==> src/ttmf_pkg.sv <==
// ----------------------------------------------------------------------------
// Touch trimmed-mean filter package
// Shared widths, register indexes, status codes, payload types and helpers.
// ----------------------------------------------------------------------------
package ttmf_pkg;

  localparam int RAW_W      = 16;
  localparam int RAW_SHIFT  = 3;
  localparam int SAMPLE_W   = 13;
  localparam int SUM_W      = 18;
  localparam int GAIN_W     = 16;
  localparam int OFS_W      = 16;
  localparam int SCR_W      = 16;
  localparam int SPREAD_W   = 13;
  localparam int LIMIT_W    = 15;
  localparam int STATUS_W   = 2;
  localparam int PHASE_W    = 2;
  localparam int HELD_DEPTH = 3;
  localparam int PROD_W     = SAMPLE_W + GAIN_W;
  localparam int ACC_W      = PROD_W + 2;

  localparam int SAMPLES_DEF   = 10;
  localparam int GAIN_FRAC_DEF = 8;

  localparam int CFG_IDX_W  = 3;
  localparam int CFG_DATA_W = 16;

  localparam logic [CFG_IDX_W-1:0] CFG_MAX_SPREAD = 3'd0;
  localparam logic [CFG_IDX_W-1:0] CFG_X_GAIN     = 3'd1;
  localparam logic [CFG_IDX_W-1:0] CFG_X_OFFSET   = 3'd2;
  localparam logic [CFG_IDX_W-1:0] CFG_Y_GAIN     = 3'd3;
  localparam logic [CFG_IDX_W-1:0] CFG_Y_OFFSET   = 3'd4;
  localparam logic [CFG_IDX_W-1:0] CFG_X_LIMIT    = 3'd5;

  localparam logic [SPREAD_W-1:0]     MAX_SPREAD_RST = 13'd20;
  localparam logic [GAIN_W-1:0]       GAIN_RST       = 16'd256;
  localparam logic signed [OFS_W-1:0] OFFSET_RST     = 16'sd0;
  localparam logic [LIMIT_W-1:0]      X_LIMIT_RST    = 15'd320;

  localparam logic [STATUS_W-1:0] STATUS_OK       = 2'd0;
  localparam logic [STATUS_W-1:0] STATUS_UNSTABLE = 2'd1;
  localparam logic [STATUS_W-1:0] STATUS_RANGE    = 2'd2;

  localparam logic [PHASE_W-1:0] PHASE_LAST = 2'd3;

  typedef struct packed {
    logic [RAW_W-1:0] raw_word;
    logic             restart;
  } in_item_t;

  typedef struct packed {
    logic [SAMPLE_W-1:0]     mean_x;
    logic [SAMPLE_W-1:0]     mean_y;
    logic signed [SCR_W-1:0] screen_x;
    logic signed [SCR_W-1:0] screen_y;
    logic [STATUS_W-1:0]     status;
  } out_item_t;

  typedef struct packed {
    logic [SUM_W-1:0]    sum;
    logic [SAMPLE_W-1:0] min;
    logic [SAMPLE_W-1:0] max;
    logic [PHASE_W-1:0]  phase;
  } grp_tok_t;

  function automatic logic [SAMPLE_W-1:0] abs_diff(input logic [SAMPLE_W-1:0] a,
                                                   input logic [SAMPLE_W-1:0] b);
    return (a > b) ? (a - b) : (b - a);
  endfunction

  function automatic logic signed [SCR_W-1:0] sat_scr(input logic signed [ACC_W-1:0] v);
    logic fits;
    fits = (v[ACC_W-1:SCR_W-1] == '0) || (v[ACC_W-1:SCR_W-1] == '1);
    if (fits) begin
      return v[SCR_W-1:0];
    end else if (v[ACC_W-1]) begin
      return {1'b1, {(SCR_W-1){1'b0}}};
    end else begin
      return {1'b0, {(SCR_W-1){1'b1}}};
    end
  endfunction

endpackage

==> src/touch_trimmed_mean_filter_top.sv <==
// The word ending the fourth group passes the token, stages c to f and the output register.
// Throughput: one converter word per cycle while in_stall is low, each one added to the group.
// in_stall rises only while a finished result waits in the pipeline and the output is stalled.
// Reset is synchronous on rst_n: config registers return to their defaults, the group restarts
// and the pipeline empties; the held means are not cleared.
// ----------------------------------------------------------------------------
// Touch trimmed-mean filter top level
// Accumulates four groups of samples, forms trimmed means, averages each axis
// and maps the averages to calibrated screen coordinates.
// ----------------------------------------------------------------------------
module touch_trimmed_mean_filter_top import ttmf_pkg::*; #(
  parameter int SAMPLES        = SAMPLES_DEF,
  parameter int GAIN_FRAC_BITS = GAIN_FRAC_DEF
) (
  input  logic                  clk,
  input  logic                  rst_n,
  input  logic                  in_valid,
  output logic                  in_stall,
  input  in_item_t              in_data,
  output logic                  out_valid,
  input  logic                  out_stall,
  output out_item_t             out_data,
  input  logic                  cfg_wr_en,
  input  logic [CFG_IDX_W-1:0]  cfg_index,
  input  logic [CFG_DATA_W-1:0] cfg_wdata
);

  localparam int     DIV       = SAMPLES - 2;
  localparam int     DIV_LOG   = $clog2(DIV);
  localparam int     DIV_SHIFT = SUM_W + DIV_LOG;
  localparam int     RECIP_W   = SUM_W + 1;
  localparam int     QPROD_W   = SUM_W + RECIP_W;
  localparam longint RECIP_VAL = ((longint'(1) << DIV_SHIFT) + DIV - 1) / DIV;
  localparam logic [RECIP_W-1:0] RECIP = RECIP_W'(RECIP_VAL);

  logic [SPREAD_W-1:0]     max_spread_r;
  logic [GAIN_W-1:0]       x_gain_r, y_gain_r;
  logic signed [OFS_W-1:0] x_offset_r, y_offset_r;
  logic [LIMIT_W-1:0]      x_limit_r;

  logic     adv, out_free, accept;
  logic     tok_valid;
  grp_tok_t tok;

  logic                c_valid_r;
  logic [SUM_W-1:0]    c_trim_r;
  logic [PHASE_W-1:0]  c_phase_r;
  logic                d_valid_r;
  logic [QPROD_W-1:0]  d_prod_r;
  logic [PHASE_W-1:0]  d_phase_r;
  logic [SAMPLE_W-1:0] d_mean;
  logic [SAMPLE_W-1:0] held_r [HELD_DEPTH];
  logic                e_valid_r;
  logic [SAMPLE_W-1:0] e_mx_r, e_my_r;
  logic                e_unstable_r;
  logic                f_valid_r;
  logic [SAMPLE_W-1:0] f_mx_r, f_my_r;
  logic [PROD_W-1:0]   f_px_r, f_py_r;
  logic                f_unstable_r;

  logic signed [ACC_W-1:0] acc_x, acc_y;
  logic signed [SCR_W-1:0] scr_x, scr_y;
  logic [STATUS_W-1:0]     status_nxt;
  logic                    out_valid_r;
  out_item_t               out_data_r;

  always_ff @(posedge clk) begin
    if (!rst_n) begin
      max_spread_r <= MAX_SPREAD_RST;
      x_gain_r     <= GAIN_RST;
      x_offset_r   <= OFFSET_RST;
      y_gain_r     <= GAIN_RST;
      y_offset_r   <= OFFSET_RST;
      x_limit_r    <= X_LIMIT_RST;
    end else if (cfg_wr_en) begin
      case (cfg_index)
        CFG_MAX_SPREAD: max_spread_r <= cfg_wdata[SPREAD_W-1:0];
        CFG_X_GAIN:     x_gain_r     <= cfg_wdata[GAIN_W-1:0];
        CFG_X_OFFSET:   x_offset_r   <= $signed(cfg_wdata[OFS_W-1:0]);
        CFG_Y_GAIN:     y_gain_r     <= cfg_wdata[GAIN_W-1:0];
        CFG_Y_OFFSET:   y_offset_r   <= $signed(cfg_wdata[OFS_W-1:0]);
        CFG_X_LIMIT:    x_limit_r    <= cfg_wdata[LIMIT_W-1:0];
        default: ;
      endcase
    end
  end

  assign out_free = !out_valid_r || !out_stall;
  assign adv      = out_free || !f_valid_r;
  assign in_stall = !adv;
  assign accept   = in_valid && adv;

  ttmf_accum #(
    .SAMPLES(SAMPLES)
  ) u_accum (
    .clk      (clk),
    .rst_n    (rst_n),
    .adv      (adv),
    .accept   (accept),
    .item     (in_data),
    .tok_valid(tok_valid),
    .tok      (tok)
  );

  assign d_mean = d_prod_r[DIV_SHIFT +: SAMPLE_W];

  always_ff @(posedge clk) begin
    if (!rst_n) begin
      c_valid_r <= 1'b0;
      d_valid_r <= 1'b0;
      e_valid_r <= 1'b0;
      f_valid_r <= 1'b0;
    end else if (adv) begin
      c_valid_r <= tok_valid;
      d_valid_r <= c_valid_r;
      e_valid_r <= d_valid_r && (d_phase_r == PHASE_LAST);
      f_valid_r <= e_valid_r;
    end
  end

  always_ff @(posedge clk) begin
    if (adv) begin
      c_trim_r  <= tok.sum - SUM_W'(tok.min) - SUM_W'(tok.max);
      c_phase_r <= tok.phase;
      d_prod_r  <= QPROD_W'(c_trim_r) * QPROD_W'(RECIP);
      d_phase_r <= c_phase_r;
      if (d_valid_r && (d_phase_r != PHASE_LAST)) begin
        held_r[d_phase_r] <= d_mean;
      end
      e_mx_r       <= SAMPLE_W'(({1'b0, held_r[0]} + {1'b0, held_r[2]}) >> 1);
      e_my_r       <= SAMPLE_W'(({1'b0, held_r[1]} + {1'b0, d_mean}) >> 1);
      e_unstable_r <= (abs_diff(held_r[0], held_r[2]) > max_spread_r) ||
                      (abs_diff(held_r[1], d_mean) > max_spread_r);
      f_mx_r       <= e_mx_r;
      f_my_r       <= e_my_r;
      f_px_r       <= PROD_W'(e_mx_r) * PROD_W'(x_gain_r);
      f_py_r       <= PROD_W'(e_my_r) * PROD_W'(y_gain_r);
      f_unstable_r <= e_unstable_r;
    end
  end

  always_comb begin
    acc_x = $signed({2'b00, f_px_r >> GAIN_FRAC_BITS}) +
            $signed({{(ACC_W-OFS_W){x_offset_r[OFS_W-1]}}, x_offset_r});
    acc_y = $signed({2'b00, f_py_r >> GAIN_FRAC_BITS}) +
            $signed({{(ACC_W-OFS_W){y_offset_r[OFS_W-1]}}, y_offset_r});
    scr_x = sat_scr(acc_x);
    scr_y = sat_scr(acc_y);
    if (f_unstable_r) begin
      status_nxt = STATUS_UNSTABLE;
    end else if (scr_x > $signed({1'b0, x_limit_r})) begin
      status_nxt = STATUS_RANGE;
    end else begin
      status_nxt = STATUS_OK;
    end
  end

  always_ff @(posedge clk) begin
    if (!rst_n) begin
      out_valid_r <= 1'b0;
    end else if (out_free) begin
      out_valid_r <= f_valid_r;
    end
  end

  always_ff @(posedge clk) begin
    if (out_free && f_valid_r) begin
      out_data_r <= '{mean_x: f_mx_r, mean_y: f_my_r, screen_x: scr_x,
                      screen_y: scr_y, status: status_nxt};
    end
  end

  assign out_valid = out_valid_r;
  assign out_data  = out_data_r;

endmodule

==> src/ttmf_accum.sv <==
// ----------------------------------------------------------------------------
// Touch trimmed-mean filter group accumulator
// Keeps the running sum, minimum and maximum of the current group and emits
// a registered group token on the word that completes a group.
// ----------------------------------------------------------------------------
module ttmf_accum import ttmf_pkg::*; #(
  parameter int SAMPLES = SAMPLES_DEF
) (
  input  logic     clk,
  input  logic     rst_n,
  input  logic     adv,
  input  logic     accept,
  input  in_item_t item,
  output logic     tok_valid,
  output grp_tok_t tok
);

  localparam int CNT_W = $clog2(SAMPLES);
  localparam logic [CNT_W-1:0] CNT_LAST = CNT_W'(SAMPLES - 1);

  logic [SUM_W-1:0]    sum_r, sum_base, sum_nxt;
  logic [SAMPLE_W-1:0] min_r, min_base, min_nxt;
  logic [SAMPLE_W-1:0] max_r, max_base, max_nxt;
  logic [CNT_W-1:0]    cnt_r, cnt_base;
  logic [PHASE_W-1:0]  phase_r, phase_base;
  logic [SAMPLE_W-1:0] sample;
  logic                last;
  logic                tok_valid_r;
  grp_tok_t            tok_r;

  assign sample = item.raw_word[RAW_W-1:RAW_SHIFT];

  always_comb begin
    if (item.restart) begin
      sum_base   = '0;
      min_base   = '1;
      max_base   = '0;
      cnt_base   = '0;
      phase_base = '0;
    end else begin
      sum_base   = sum_r;
      min_base   = min_r;
      max_base   = max_r;
      cnt_base   = cnt_r;
      phase_base = phase_r;
    end
    sum_nxt = sum_base + SUM_W'(sample);
    min_nxt = (sample < min_base) ? sample : min_base;
    max_nxt = (sample > max_base) ? sample : max_base;
    last    = (cnt_base == CNT_LAST);
  end

  always_ff @(posedge clk) begin
    if (!rst_n) begin
      sum_r   <= '0;
      min_r   <= '1;
      max_r   <= '0;
      cnt_r   <= '0;
      phase_r <= '0;
    end else if (accept) begin
      if (last) begin
        sum_r   <= '0;
        min_r   <= '1;
        max_r   <= '0;
        cnt_r   <= '0;
        phase_r <= phase_base + 2'd1;
      end else begin
        sum_r   <= sum_nxt;
        min_r   <= min_nxt;
        max_r   <= max_nxt;
        cnt_r   <= cnt_base + CNT_W'(1);
        phase_r <= phase_base;
      end
    end
  end

  always_ff @(posedge clk) begin
    if (!rst_n) begin
      tok_valid_r <= 1'b0;
    end else if (adv) begin
      tok_valid_r <= accept && last;
    end
  end

  always_ff @(posedge clk) begin
    if (adv && accept && last) begin
      tok_r <= '{sum: sum_nxt, min: min_nxt, max: max_nxt, phase: phase_base};
    end
  end

  assign tok_valid = tok_valid_r;
  assign tok       = tok_r;

endmodule

==> config.mk <==
export PLATFORM = sky130hd
export DESIGN_NAME = touch_trimmed_mean_filter_top
export DESIGN_NICKNAME = d
export VERILOG_FILES = /design/src/ttmf_pkg.sv /design/src/touch_trimmed_mean_filter_top.sv /design/src/ttmf_accum.sv
export SDC_FILE = /design/constraint.sdc
export NUM_CORES = 2
export LEC_CHECK = 0
export BUFFER_PORTS_ARGS = -buffer_cell sky130_fd_sc_hd__buf_2
export CAP_MARGIN = 20
export CORE_ASPECT_RATIO = 0.75
export CORE_UTILIZATION = 50
export CTS_BUF_LIST = sky130_fd_sc_hd__clkbuf_8
export DETAILED_ROUTE_END_ITERATION = 7
export PLACE_DENSITY = 0.63
export SYNTH_ARGS = -nofsm -noshare
export SYNTH_HDL_FRONTEND = slang
export SYNTH_SLANG_ARGS = --single-unit
==> constraint.sdc <==
create_clock -name clk -period 11.6 [get_ports clk]
set_input_delay 0.58 -clock clk [delete_from_list [all_inputs] [get_ports clk]]
set_output_delay 0.58 -clock clk [all_outputs]
set_load 0.01 [all_outputs]
==> reports/results.ini <==
[outcome]
outcome = finished clean

[sta]
period_share = 0.564
final.setup_skew_ns = 0.0497
timing.final.max_slew_violations = 0
fmax_mhz = 153
hold_viol_final = 0
relSlewSlack = 0.286
setup_total_negative_slack_ns = 0
finalWorstPathRequiredPeriod_ns = 6.54
timing_worst_slew_pin_value_ns = 1.07
finalSetupViolCount = 0
grt_setup_unrepaired = no

[cts]
postCtsHoldBufs = 0
sink_count_of_the_clock_tree = 415
cts_setup_buffers = 0
cts_inserted_buffers = 71
max-clock-path-buffers = 3
postCtsResizedCells = 0
htreeDepth = 3
cts_root_buf = clkbuf_8
cts.clk_slew.worst_paths_ns = 0.06
tritoncts = built
worstSkewPairLatency_ns = 0.68

[pwr]
p_int_w = 0.00261
power.switching_fraction = 0.278
total_leakage_power_nw = 17.3
combinationalPowerShare = 0.146
vdd_ir_drop_max_mv = 0.0876
switching_power_w = 0.00100
clockPowerShare = 0.394
seqPwrFrac = 0.460
power_w = 0.00362
powerDensity_mw_per_mm2 = 96.0

[synthesis]
synth_ff_type = edfxtp_1
syn-cell-area_mm2 = 0.0348
synthesis.nets = 4331
post_syn_instances = 3610
share_of_the_yosys_chip_area_belonging_to_registers = 0.316
synthDistinctLibCells = 87
synth-edff-count = 269
synth.ff_latch_count = 415
async_flop_share = 0
yosys_warnings = 0
post_synth.cell_area_avg_um2 = 9.65

[floorplanning]
io_pins = 103
placeableCoreArea_mm2 = 0.0686
starting_utilization_of_the_core_area = 0.507
dieArea_mm2 = 0.0707
placementRows = 83
die_w_um = 307
die_h_um = 231

[detailed_routing]
detail_route.iter0.violations = 1868
vias = 24650
routedWlPerCell_um = 17.7
detail_route.drc_violations = 0
detailedRoute.firstPassIterationCount = 6
wirelength_um = 82300
postRouteAntennaNets = 0
route.detailed.vias_per_inst = 5.29

[worst_setup_path]
data_arrival_time_of_the_worst_path_ns = 6.93
worst-path-stages = 20
crit_path_max_incr_delay_ns = 0.74
critical_path.cell_chain = and2_1, fa_1, inv_1, fa_1, inv_1, fa_1, fa_1, inv_1, fa_1, inv_1, ha_1, a21o_1, a21o_1, a21o_1, a2111oi_0, nand3_1, and3_1, o31a_1, o41ai_1, xnor2_1
critical_path_required_ns = 11.99
worst_setup_path_end = f_px_r[28]
endpoint_kind = flop
ff2ff_path_depth = 20
cpMostUsedCell = fa_1
r2r-start = e_mx_r[7]
worst_setup_path_startpoint = e_mx_r[7]
worstReg2RegEnd = f_px_r[28]
path_buf_inv = 4
critical_path.startpoint_type = flop
path_class = reg -> reg
worstPathMaxFanout = 17
critical_path.top_delay_family = adder cells
timing.reg2reg.setup_slack_ns = 5.06
cp_slowest_cell = edfxtp_1

[grt]
grt_start_max_net_pins = 90
grt_pass1_wl_um = 132000
vias_in_the_first_global_route = 23996
initial_antenna_violation_count = 1
globalRoute.totalOverflow = 0
grt.total_usage = 0.238

[hold_path]
hold_depth = 2
timing.hold.worst.class = in -> reg

[placed_design]
port_buffer_cells = 99
detailed_place.area_mm2 = 0.0362
gp_congestion = 0.888
dp_hpwl_um = 61300
place.detailed.instances = 4528

[flow_run]
maxCapViolations = 0

[cells_and_area]
drive_above_1_share = 0.0704
instances_no_fill = 4660
nNetsFinal = 4387
area_used_by_multi_input_combinational_logic_mm2 = 0.0212
areaGrowthSynthToFinish_pct = 8.15
final_standard_cell_area_without_fillers_mm2 = 0.0377
area.sequential_mm2 = 0.0110
fill_cells = 6174

power groups by stage:
stage	Clock, W	Sequential [W]	Combinational, W
6_report	0.00142	0.00166	0.000529
2_1_floorplan	0	0.00167	0.000393
3_5_place_dp	0	0.00169	0.000522
5_1_grt	0.00153	0.00167	0.000599
4_1_cts	0.00146	0.00166	0.000527
3_3_place_gp	0	0.00169	0.000512
final cells by class:
type                    count  share of cell area
clock inverters            51              0.0109
well taps                 935              0.0311
flip-flops and latches    415               0.292
inverters                 566              0.0564
clock buffers              80              0.0292
multi-input cells        2494               0.563
diodes                      1           0.0000664
repair buffers            118              0.0169
layout by cell type (no fill, tap or decap), drive strengths merged, types with 90 or more instances in the layout:
cell | synthesis | routed
xnor2 | 90 | 90
ha | 353 | 353
buf | 9 | 118
fa | 327 | 327
and2 | 163 | 163
dfxtp | 146 | 146
edfxtp | 269 | 269
inv | 566 | 589
nand2 | 528 | 528
nor2 | 118 | 118
a21oi | 268 | 268
how the worst min path moves through the flow:
stage / slack (ns) / start / end
2_1_floorplan: 0.40 / u_accum.tok[0] / c_phase_r[0]
3_3_place_gp: 0.40 / f_my_r[10] / out_data[44]
3_5_place_dp: 0.40 / u_accum.tok[0] / c_phase_r[0]
4_1_cts: 0.20 / out_stall / out_valid
5_1_grt: 0.22 / in_data[5] / u_accum.min_r[1]
6_report: 0.25 / in_data[5] / u_accum.min_r[1]
through the flow:
stage	utilization	worst slack, ns	hold WS, ns
final	0.549	5.06	0.248
after global routing	0.549	4.75	0.223
after CTS	0.549	5.11	0.197
after detailed placement	0.527	5.16	0.405
after global placement	0.527	5.12	0.401
after floorplan	-	2.47	0.400
cells in the mapped netlist (all sizes together) (10+ instances only):
library cell / n / area (um2)
inv: 566 / 2120
nand2: 528 / 1980
ha: 353 / 4420
fa: 327 / 6550
edfxtp: 269 / 8080
a21oi: 268 / 1350
and2: 163 / 1020
dfxtp: 146 / 2920
clkbuf: 126 / 473
nor2: 118 / 443
xnor2: 90 / 788
o21ai: 79 / 399
a21o: 55 / 417
nor2b: 51 / 319
xor2: 46 / 403
nor3: 36 / 191
nand3: 35 / 175
o21a: 25 / 188
mux2i: 21 / 210
nand4: 21 / 131
a31oi: 19 / 119
o21bai: 19 / 143
and3: 18 / 113
nand2b: 18 / 113
a32o: 15 / 150
or3: 15 / 95.1
a211oi: 14 / 110
o211ai: 14 / 105
o22ai: 14 / 93.8
o32a: 13 / 130
a22oi: 11 / 82.6
a21boi: 10 / 75.1
cells by family after synthesis:
kind of cell               Yosys count  share of synthesized area
and+or+nand+nor                   1040                      0.140
buffers and inverters              701                     0.0763
adders and majority gates          680                      0.315
AOI/OAI and AO/OA                  614                      0.112
DFF                                415                      0.316
xor gates and xnor gates           136                     0.0342
muxes                               24                    0.00700
metal layers:
layer  routed length [um]  vias to the layer above  track usage
met5                    0                        -            0
met1                41800                    11897        0.371
li1                     -                    12001            -
met3                 5360                       87       0.0437
met2                34000                      665        0.341
met4                 1190                        0       0.0494
state kept, by name, indices dropped and copies added (netlist names), 15 cells and up:
| register | flops |
|---|---|
| f_px_r | 21 |
| x_limit_r | 15 |
| y_gain_r | 16 |
| out_data | 60 |
| x_offset_r | 16 |
| held_r | 39 |
| u_accum.sum_r | 16 |
| f_py_r | 21 |
| x_gain_r | 16 |
| y_offset_r | 16 |
| u_accum.tok | 44 |
worst reg2reg max path, delay by kind of cell (launching register included):
kind,cells,cell delay [ns]
AOI/OAI and AO/OA,6,1.70
xor gates and xnor gates,1,0.12
adders and majority gates,6,2.79
buffers and inverters,4,0.20
DFF,1,0.74
and+or+nand+nor,3,0.73
Note: power is estimated with default switching activity, not from simulation.
